===== src/rtl/rbfh_pkg.sv =====
// Shared types, codes and constants of the ray/box first-hit picker.
package rbfh_pkg;

   localparam int MAX_BOXES_DEF = 1024;
   localparam int IDX_W         = 10;
   localparam int COORD_W       = 32;
   localparam int DIFF_W        = 33;
   localparam int NUM_W         = 49;
   localparam int DIST_W        = 42;

   localparam logic [1:0] OP_STORE = 2'd0;
   localparam logic [1:0] OP_CLEAR = 2'd1;
   localparam logic [1:0] OP_QUERY = 2'd2;
   localparam logic [1:0] OP_UNDEF = 2'd3;

   localparam logic [1:0] ST_HIT  = 2'd0;
   localparam logic [1:0] ST_MISS = 2'd1;
   localparam logic [1:0] ST_DONE = 2'd2;
   localparam logic [1:0] ST_FULL = 2'd3;

   localparam logic signed [DIST_W-1:0] OPEN_LOW  = -(42'sd1 <<< 40);
   localparam logic signed [DIST_W-1:0] OPEN_HIGH = (42'sd1 <<< 40);
   localparam logic signed [DIST_W-1:0] QMAX = 42'sd2147483647;
   localparam logic signed [DIST_W-1:0] QMIN = -42'sd2147483648;

   typedef enum logic [2:0] {
      S_IDLE,
      S_READ,
      S_DIV,
      S_DECIDE,
      S_RESP
   } state_type;

   // Start request to the divider.
   typedef struct packed {
      logic                       start;
      logic signed [NUM_W-1:0]    num;
      logic signed [COORD_W-1:0]  den;
   } div_req_type;

   typedef struct packed {
      logic                       done;
      logic signed [DIST_W-1:0]   quo;
   } div_rsp_type;

endpackage


===== src/rtl/rbfh_divider.sv =====
// Shared restoring divider: one quotient bit a cycle, truncating, saturating to Q16.16.
module rbfh_divider (
   input  logic                  clock,
   input  logic                  reset,
   input  rbfh_pkg::div_req_type div_req,
   output rbfh_pkg::div_rsp_type div_rsp
);

   localparam int NW = rbfh_pkg::NUM_W;
   localparam int CW = 6;

   logic [NW-1:0] quo_ff, quo_in;
   logic [NW:0]   rem_ff, rem_in;
   logic [NW-1:0] den_ff, den_in;
   logic          neg_ff, neg_in;
   logic          busy_ff, busy_in;
   logic          done_ff, done_in;
   logic [CW-1:0] cnt_ff, cnt_in;
   logic [NW:0]   trial;
   logic [NW-1:0] num_abs;
   logic [NW-1:0] den_abs;
   logic signed [NW:0] sq;

   always_comb begin
      num_abs = div_req.num[NW-1] ? (~div_req.num + 1'b1) : div_req.num;
      den_abs = div_req.den[rbfh_pkg::COORD_W-1]
                ? NW'(-{{(NW-rbfh_pkg::COORD_W){div_req.den[rbfh_pkg::COORD_W-1]}},
                        div_req.den})
                : NW'(div_req.den);
      quo_in  = quo_ff;
      rem_in  = rem_ff;
      den_in  = den_ff;
      neg_in  = neg_ff;
      busy_in = busy_ff;
      cnt_in  = cnt_ff;
      done_in = 1'b0;
      trial   = {rem_ff[NW-1:0], quo_ff[NW-1]} - {1'b0, den_ff};
      if (div_req.start) begin
         quo_in  = num_abs;
         rem_in  = '0;
         den_in  = den_abs;
         neg_in  = div_req.num[NW-1] ^ div_req.den[rbfh_pkg::COORD_W-1];
         busy_in = 1'b1;
         cnt_in  = CW'(NW);
      end else if (busy_ff) begin
         if (!trial[NW]) begin
            rem_in = trial;
            quo_in = {quo_ff[NW-2:0], 1'b1};
         end else begin
            rem_in = {rem_ff[NW-1:0], quo_ff[NW-1]};
            quo_in = {quo_ff[NW-2:0], 1'b0};
         end
         cnt_in = cnt_ff - 1'b1;
         if (cnt_ff == CW'(1)) begin
            busy_in = 1'b0;
            done_in = 1'b1;
         end
      end
   end

   always_ff @(posedge clock) begin
      if (reset) begin
         busy_ff <= 1'b0;
         done_ff <= 1'b0;
      end else begin
         busy_ff <= busy_in;
         done_ff <= done_in;
      end
      quo_ff <= quo_in;
      rem_ff <= rem_in;
      den_ff <= den_in;
      neg_ff <= neg_in;
      cnt_ff <= cnt_in;
   end

   // Apply sign, then saturate.
   always_comb begin
      sq = neg_ff ? -$signed({1'b0, quo_ff}) : $signed({1'b0, quo_ff});
      div_rsp.done = done_ff;
      if (sq > $signed((NW+1)'(rbfh_pkg::QMAX)))
         div_rsp.quo = rbfh_pkg::QMAX;
      else if (sq < $signed((NW+1)'(rbfh_pkg::QMIN)))
         div_rsp.quo = rbfh_pkg::QMIN;
      else
         div_rsp.quo = rbfh_pkg::DIST_W'(sq);
   end

endmodule


===== config.mk =====
export PLATFORM = sky130hd
export DESIGN_NAME = rbfh_divider
export DESIGN_NICKNAME = d
export VERILOG_FILES = /design/src/rtl/rbfh_pkg.sv /design/src/rtl/rbfh_divider.sv
export SDC_FILE = /design/constraint.sdc
export NUM_CORES = 1
export LEC_CHECK = 0
export BUFFER_PORTS_ARGS = -buffer_cell sky130_fd_sc_hd__buf_2
export CAP_MARGIN = 20
export CORE_MARGIN = 2
export CORE_UTILIZATION = 55
export CTS_CLUSTER_DIAMETER = 150
export CTS_CLUSTER_SIZE = 24
export DETAILED_ROUTE_END_ITERATION = 6
export PLACE_DENSITY = 0.78
export SKIP_LAST_GASP = 1
export SLEW_MARGIN = 20
export SYNTH_ARGS = -nofsm -noshare
export SYNTH_HDL_FRONTEND = slang
export SYNTH_SLANG_ARGS = --single-unit

===== constraint.sdc =====
create_clock -name clock -period 8.25 [get_ports clock]
set_input_delay 1.2375 -clock clock [delete_from_list [all_inputs] [get_ports clock]]
set_output_delay 1.2375 -clock clock [all_outputs]
set_load 0.005 [all_outputs]

== Yosys cells after proc, flatten, opt, wreduce, memory -nomap -nowiden ==
Index checks and enable logic that the tools add are counted.
Storage, ports and cells
  register bits: 156
  output and inout bits: 43
  logic and storage cells: 34
Operators by class
  $add $sub $neg: 5
  magnitude comparators: 2
  eq/ne operators: 1
  muxes and demuxes: 13
  bitwise gates (word level): 3
  reduce and logical (&&, ||, !) cells: 2
Operators with widths (number)
  $mux W49: 4
  $mux W42: 2
  $gt A50 B32 Y1 const B: 1
  $lt A50 B32 Y1 const B: 1
  $mux W50: 1
  $neg A49 Y50: 1
  $sub A50 B49 Y50: 1
  $add A49 B1 Y49 const B: 1
  $neg A49 Y49: 1
  $not A49 Y49: 1
  $mux W31: 1
  $eq A6 B1 Y1 const B: 1
  $sub A6 B1 Y6 const B: 1
  $mux W1: 5
  $reduce_or A3 Y1: 1
  $reduce_bool A2 Y1: 1
  $not A1 Y1: 1
  $xor A1 B1 Y1: 1

== Longest topological paths before layout ==
  depth after elaboration: 5
  depth in mapped cells: 15

== Worst setup path after synthesis ==
OpenSTA, ideal clock, no wires.
  path type: flip-flop to output port
  from: reg quo_ff[0]
  to: out div_rsp[11] in the netlist's numbering
  arrival: 3.809 ns
  data required time: 7.013 ns
  path slack: 3.204 ns
  cell stages (with the launch flop): 15
  path through: edfxtp_1 -> inv_1 -> ha_1 -> or3b_2 -> or4_1 -> or4_1 -> buf_2 -> or3_4 -> or4_1 -> a211oi_1 -> a31oi_1 -> a211oi_1 -> a41o_2 -> buf_6 -> o21ai_2
RTL lines
  start, declared: RTL line rbfh_divider.sv:12  | logic [NW-1:0] quo_ff, quo_in;
  start signal, assigned: RTL line rbfh_divider.sv:69  | quo_ff <= quo_in;
  end, declared: RTL line rbfh_divider.sv:6  | output rbfh_pkg::div_rsp_type div_rsp

==> flow_metrics.tcl <==
set metrics [dict create \
    worstHoldEndpoint "rem_ff[32]$_SDFFE_PP0P_" \
    globalRouteTotalUtil_pct 25.5 \
    drv_slew 0 \
    cp.required_ns 7.01 \
    syn_inst 1440 \
    core_um2 21200 \
    cp_cell_sequence "inv_1 -> ha_1 -> or3b_2 -> or4_1 -> or4_1 -> or3_4 -> or4_1 -> a211oi_1 -> a31oi_1 -> a211oi_1 -> a41o_2 -> o21ai_0 -> buf_2" \
    crit_type "reg2out" \
    dr.pass1.iters 5 \
    final.setup_skew_ns 0.0121 \
    yosysSeqAreaShare_pct 34.4 \
    remaining_drc_errors 0 \
    ir_drop_mv 0.154 \
    worstSkewPairLatency_ns 0.43 \
    synth_top_area_share_pct 24.8 \
    hold_depth 2 \
    clock.fmax_ghz 0.155 \
    die_h_um 152 \
    synth_ff_type "edfxtp_1" \
    fin_nets 1658 \
    grt_pass1_wl_um 47300 \
    max_slew_margin_pct 30.9 \
    routed_wl_um 28900 \
    startpoint_type "register" \
    cts_tree "built" \
    switching_power_mw 0.769 \
    cts_resized 0 \
    synth.area.top_cells "edfxtp_1, dfxtp_1, xor2_1" \
    slowest_delay_ns 0.63 \
    drtAntennaViolNets 0 \
    drtIter0Drc 779 \
    final_common_cell "nand2_1" \
    drv_cap 0 \
    die_w_um 152 \
    ys_warn_count 0 \
    status "completed" \
    setup_violations 0 \
    p_int_mw 1.58 \
    area_growth_pct 11.0 \
    numCtsBuffers 17 \
    rsz0062_at_grt "false" \
    crit_fanout 31 \
    tns_ns 0 \
    placed_area_um2 12700 \
    synth_area_leader_cell "edfxtp_1" \
    worst_setup_path_end_kind "output port" \
    power_mw 2.35 \
    io_pins 127 \
    swShare_pct 32.8 \
    grt_overflow_total 0 \
    ys_ff_latch 156 \
    grt_pass1_vias 9906 \
    critPathTopFamily "simple AND/OR/NAND/NOR gates" \
    synth-edff-count 99 \
    via_per_inst 5.95 \
    clkPwrFrac_pct 31.7 \
    nFillCells 1822 \
    path_depth 13 \
    wl_per_cell_um 16.0 \
    seq_power_share_pct 41.8 \
    hold_viol_final 0 \
    min_from "rem_ff[31]$_SDFFE_PP0P_" \
    reg2reg_to "rem_ff[48]$_SDFFE_PP0P_" \
    crit_arrival_ns 5.21 \
    numClockSinks 156 \
    syn_area_per_cell_um2 8.31 \
    worst_path_most_repeated_cell "or4_1" \
    min_path_type "reg2reg" \
    postCtsHoldBufs 0 \
    fin_area_um2 13300 \
    vias 10700 \
    reg2reg_depth 13 \
    synthesis.area_um2 12000 \
    clkSlewWorstSetupHoldPaths_ns 0.07 \
    final_util_pct 62.6 \
    worst-path-buf-inv 2 \
    leakagePower_nw 5.21 \
    drive_above_1_share_pct 12.9 \
    postCtsSetupBuffers 0 \
    antenna_cells 0 \
    final_cell_mix "nand2_1, nor2_1, buf_2, a21oi_1, edfxtp_1" \
    min_period_ns 6.45 \
    htree_levels 4 \
    worst_path_max_delay_cell "or4_1" \
    antenna_found_initial 0 \
    dp_hpwl_um 20700 \
    reg2reg_slack_ns 3.20 \
    cts_buffer_depth 2 \
    reg2reg_from "quo_ff[48]$_DFFE_PP_" \
    initial_core_util_pct 56.4 \
    grt_start_max_net_pins 85 \
    powerDensity_nw_per_um2 177 \
    rows 53 \
    clockRootBuffer "clkbuf_16" \
    power_frac_comb_pct 26.5 \
    fin_crit_sh_pct 78.2 \
    gp_congestion 0.901 \
    ys_types 73 \
    die-area_um2 23000 \
    io_buffers 126 \
    worst-slew-pin-transition_ns 1.03 \
    synthArstFlopShare_pct 0 \
]
## flip-flops by register name (all words and copies together) (netlist names)
name,cells
den_ff,49
quo_ff,49
rem_ff,49
cnt_ff,6
busy_ff,1
done_ff,1
neg_ff,1
## power groups by stage
stage          Clock, mW  Combinational, mW  Sequential [mW]
3_3_place_gp           0              0.599            0.991
6_report           0.744              0.621            0.981
2_1_floorplan          0              0.462            0.972
3_5_place_dp           0              0.612            0.995
4_1_cts            0.759              0.618            0.979
5_1_grt            0.789              0.698            0.990
## cells in the mapped netlist (15+ instances only)
cell type / count
clkbuf_1: 75
inv_1: 76
o41ai_1: 18
nor2_1: 128
nand2_1: 163
o31ai_1: 36
nor3_1: 28
or4_1: 18
dfxtp_1: 57
edfxtp_1: 99
o21ai_0: 89
a21o_1: 19
or3_1: 18
nand2b_1: 22
nor4_1: 15
a21oi_1: 102
xor2_1: 93
nand4_1: 19
xnor2_1: 73
ha_1: 54
a311oi_1: 34
nand3_1: 36
## worst max-delay path by stage
stage	startpoint	end	slack, ns
3_3_place_gp	quo_ff[0]$_DFFE_PP_	div_rsp[0]	2.52
6_report	quo_ff[0]$_DFFE_PP_	div_rsp[28]	1.80
4_1_cts	quo_ff[0]$_DFFE_PP_	div_rsp[28]	1.85
2_1_floorplan	quo_ff[0]$_DFFE_PP_	div_rsp[11]	3.20
5_1_grt	quo_ff[0]$_DFFE_PP_	div_rsp[28]	1.54
3_5_place_dp	quo_ff[0]$_DFFE_PP_	div_rsp[28]	2.34
## layer usage
layer  global-route usage, %  routed length [um]  vias to the layer above
met3                    4.19                1710                       28
met1                    33.1               12700                     5010
met2                    44.7               14100                      321
met4                    5.88                 329                        0
li1                        -                   -                     5385
met5                       0                   0                        -
## stage by stage
stage	cells	setup slack (ns)	hold slack, ns
after floorplan	1456	3.20	0.453
after global placement	1775	2.52	0.472
after detailed placement	1775	2.34	0.477
after CTS	1807	1.85	0.487
after global routing	1807	1.54	0.517
final	1807	1.80	0.483
## logic make-up (layout without fill, tap and decap cells)
kind of cell,count (synthesis),count (layout),synth area share (%)
multiplexers,5,5,0.439
adder cells (fa/ha/maj),55,55,5.81
flip-flops,156,156,34.4
AO/OA/AOI/OAI,405,405,22.5
AND/OR/NAND/NOR,486,486,19.2
XOR/XNOR,166,166,12.1
other,1,17,0.0313
buffers and inverters,166,242,5.46
## worst register-to-register path, stage by stage, from the launching register on
cell and delay, ns:
edfxtp_1 0.74, inv_1 0.10, ha_1 0.26, nand2b_1 0.17
a21oi_1 0.27, a41oi_1 0.25, o31ai_1 0.63, a31oi_1 0.32
o21bai_1 0.27, o21ai_0 0.35, xnor2_2 0.66, buf_4 0.46
nor3_1 0.10, a311o_1 0.34
## layout make-up
cell class	instances	area (um^2)	area share [%]
well taps	275	344	2.59
clock buffers	19	453	3.41
inverters	76	285	2.15
flip-flops and latches	156	4120	31.0
multi-input cells	1134	7300	54.9
clock inverters	13	103	0.772
repair buffers	134	697	5.24
Power figures use the tool's default switching activity.
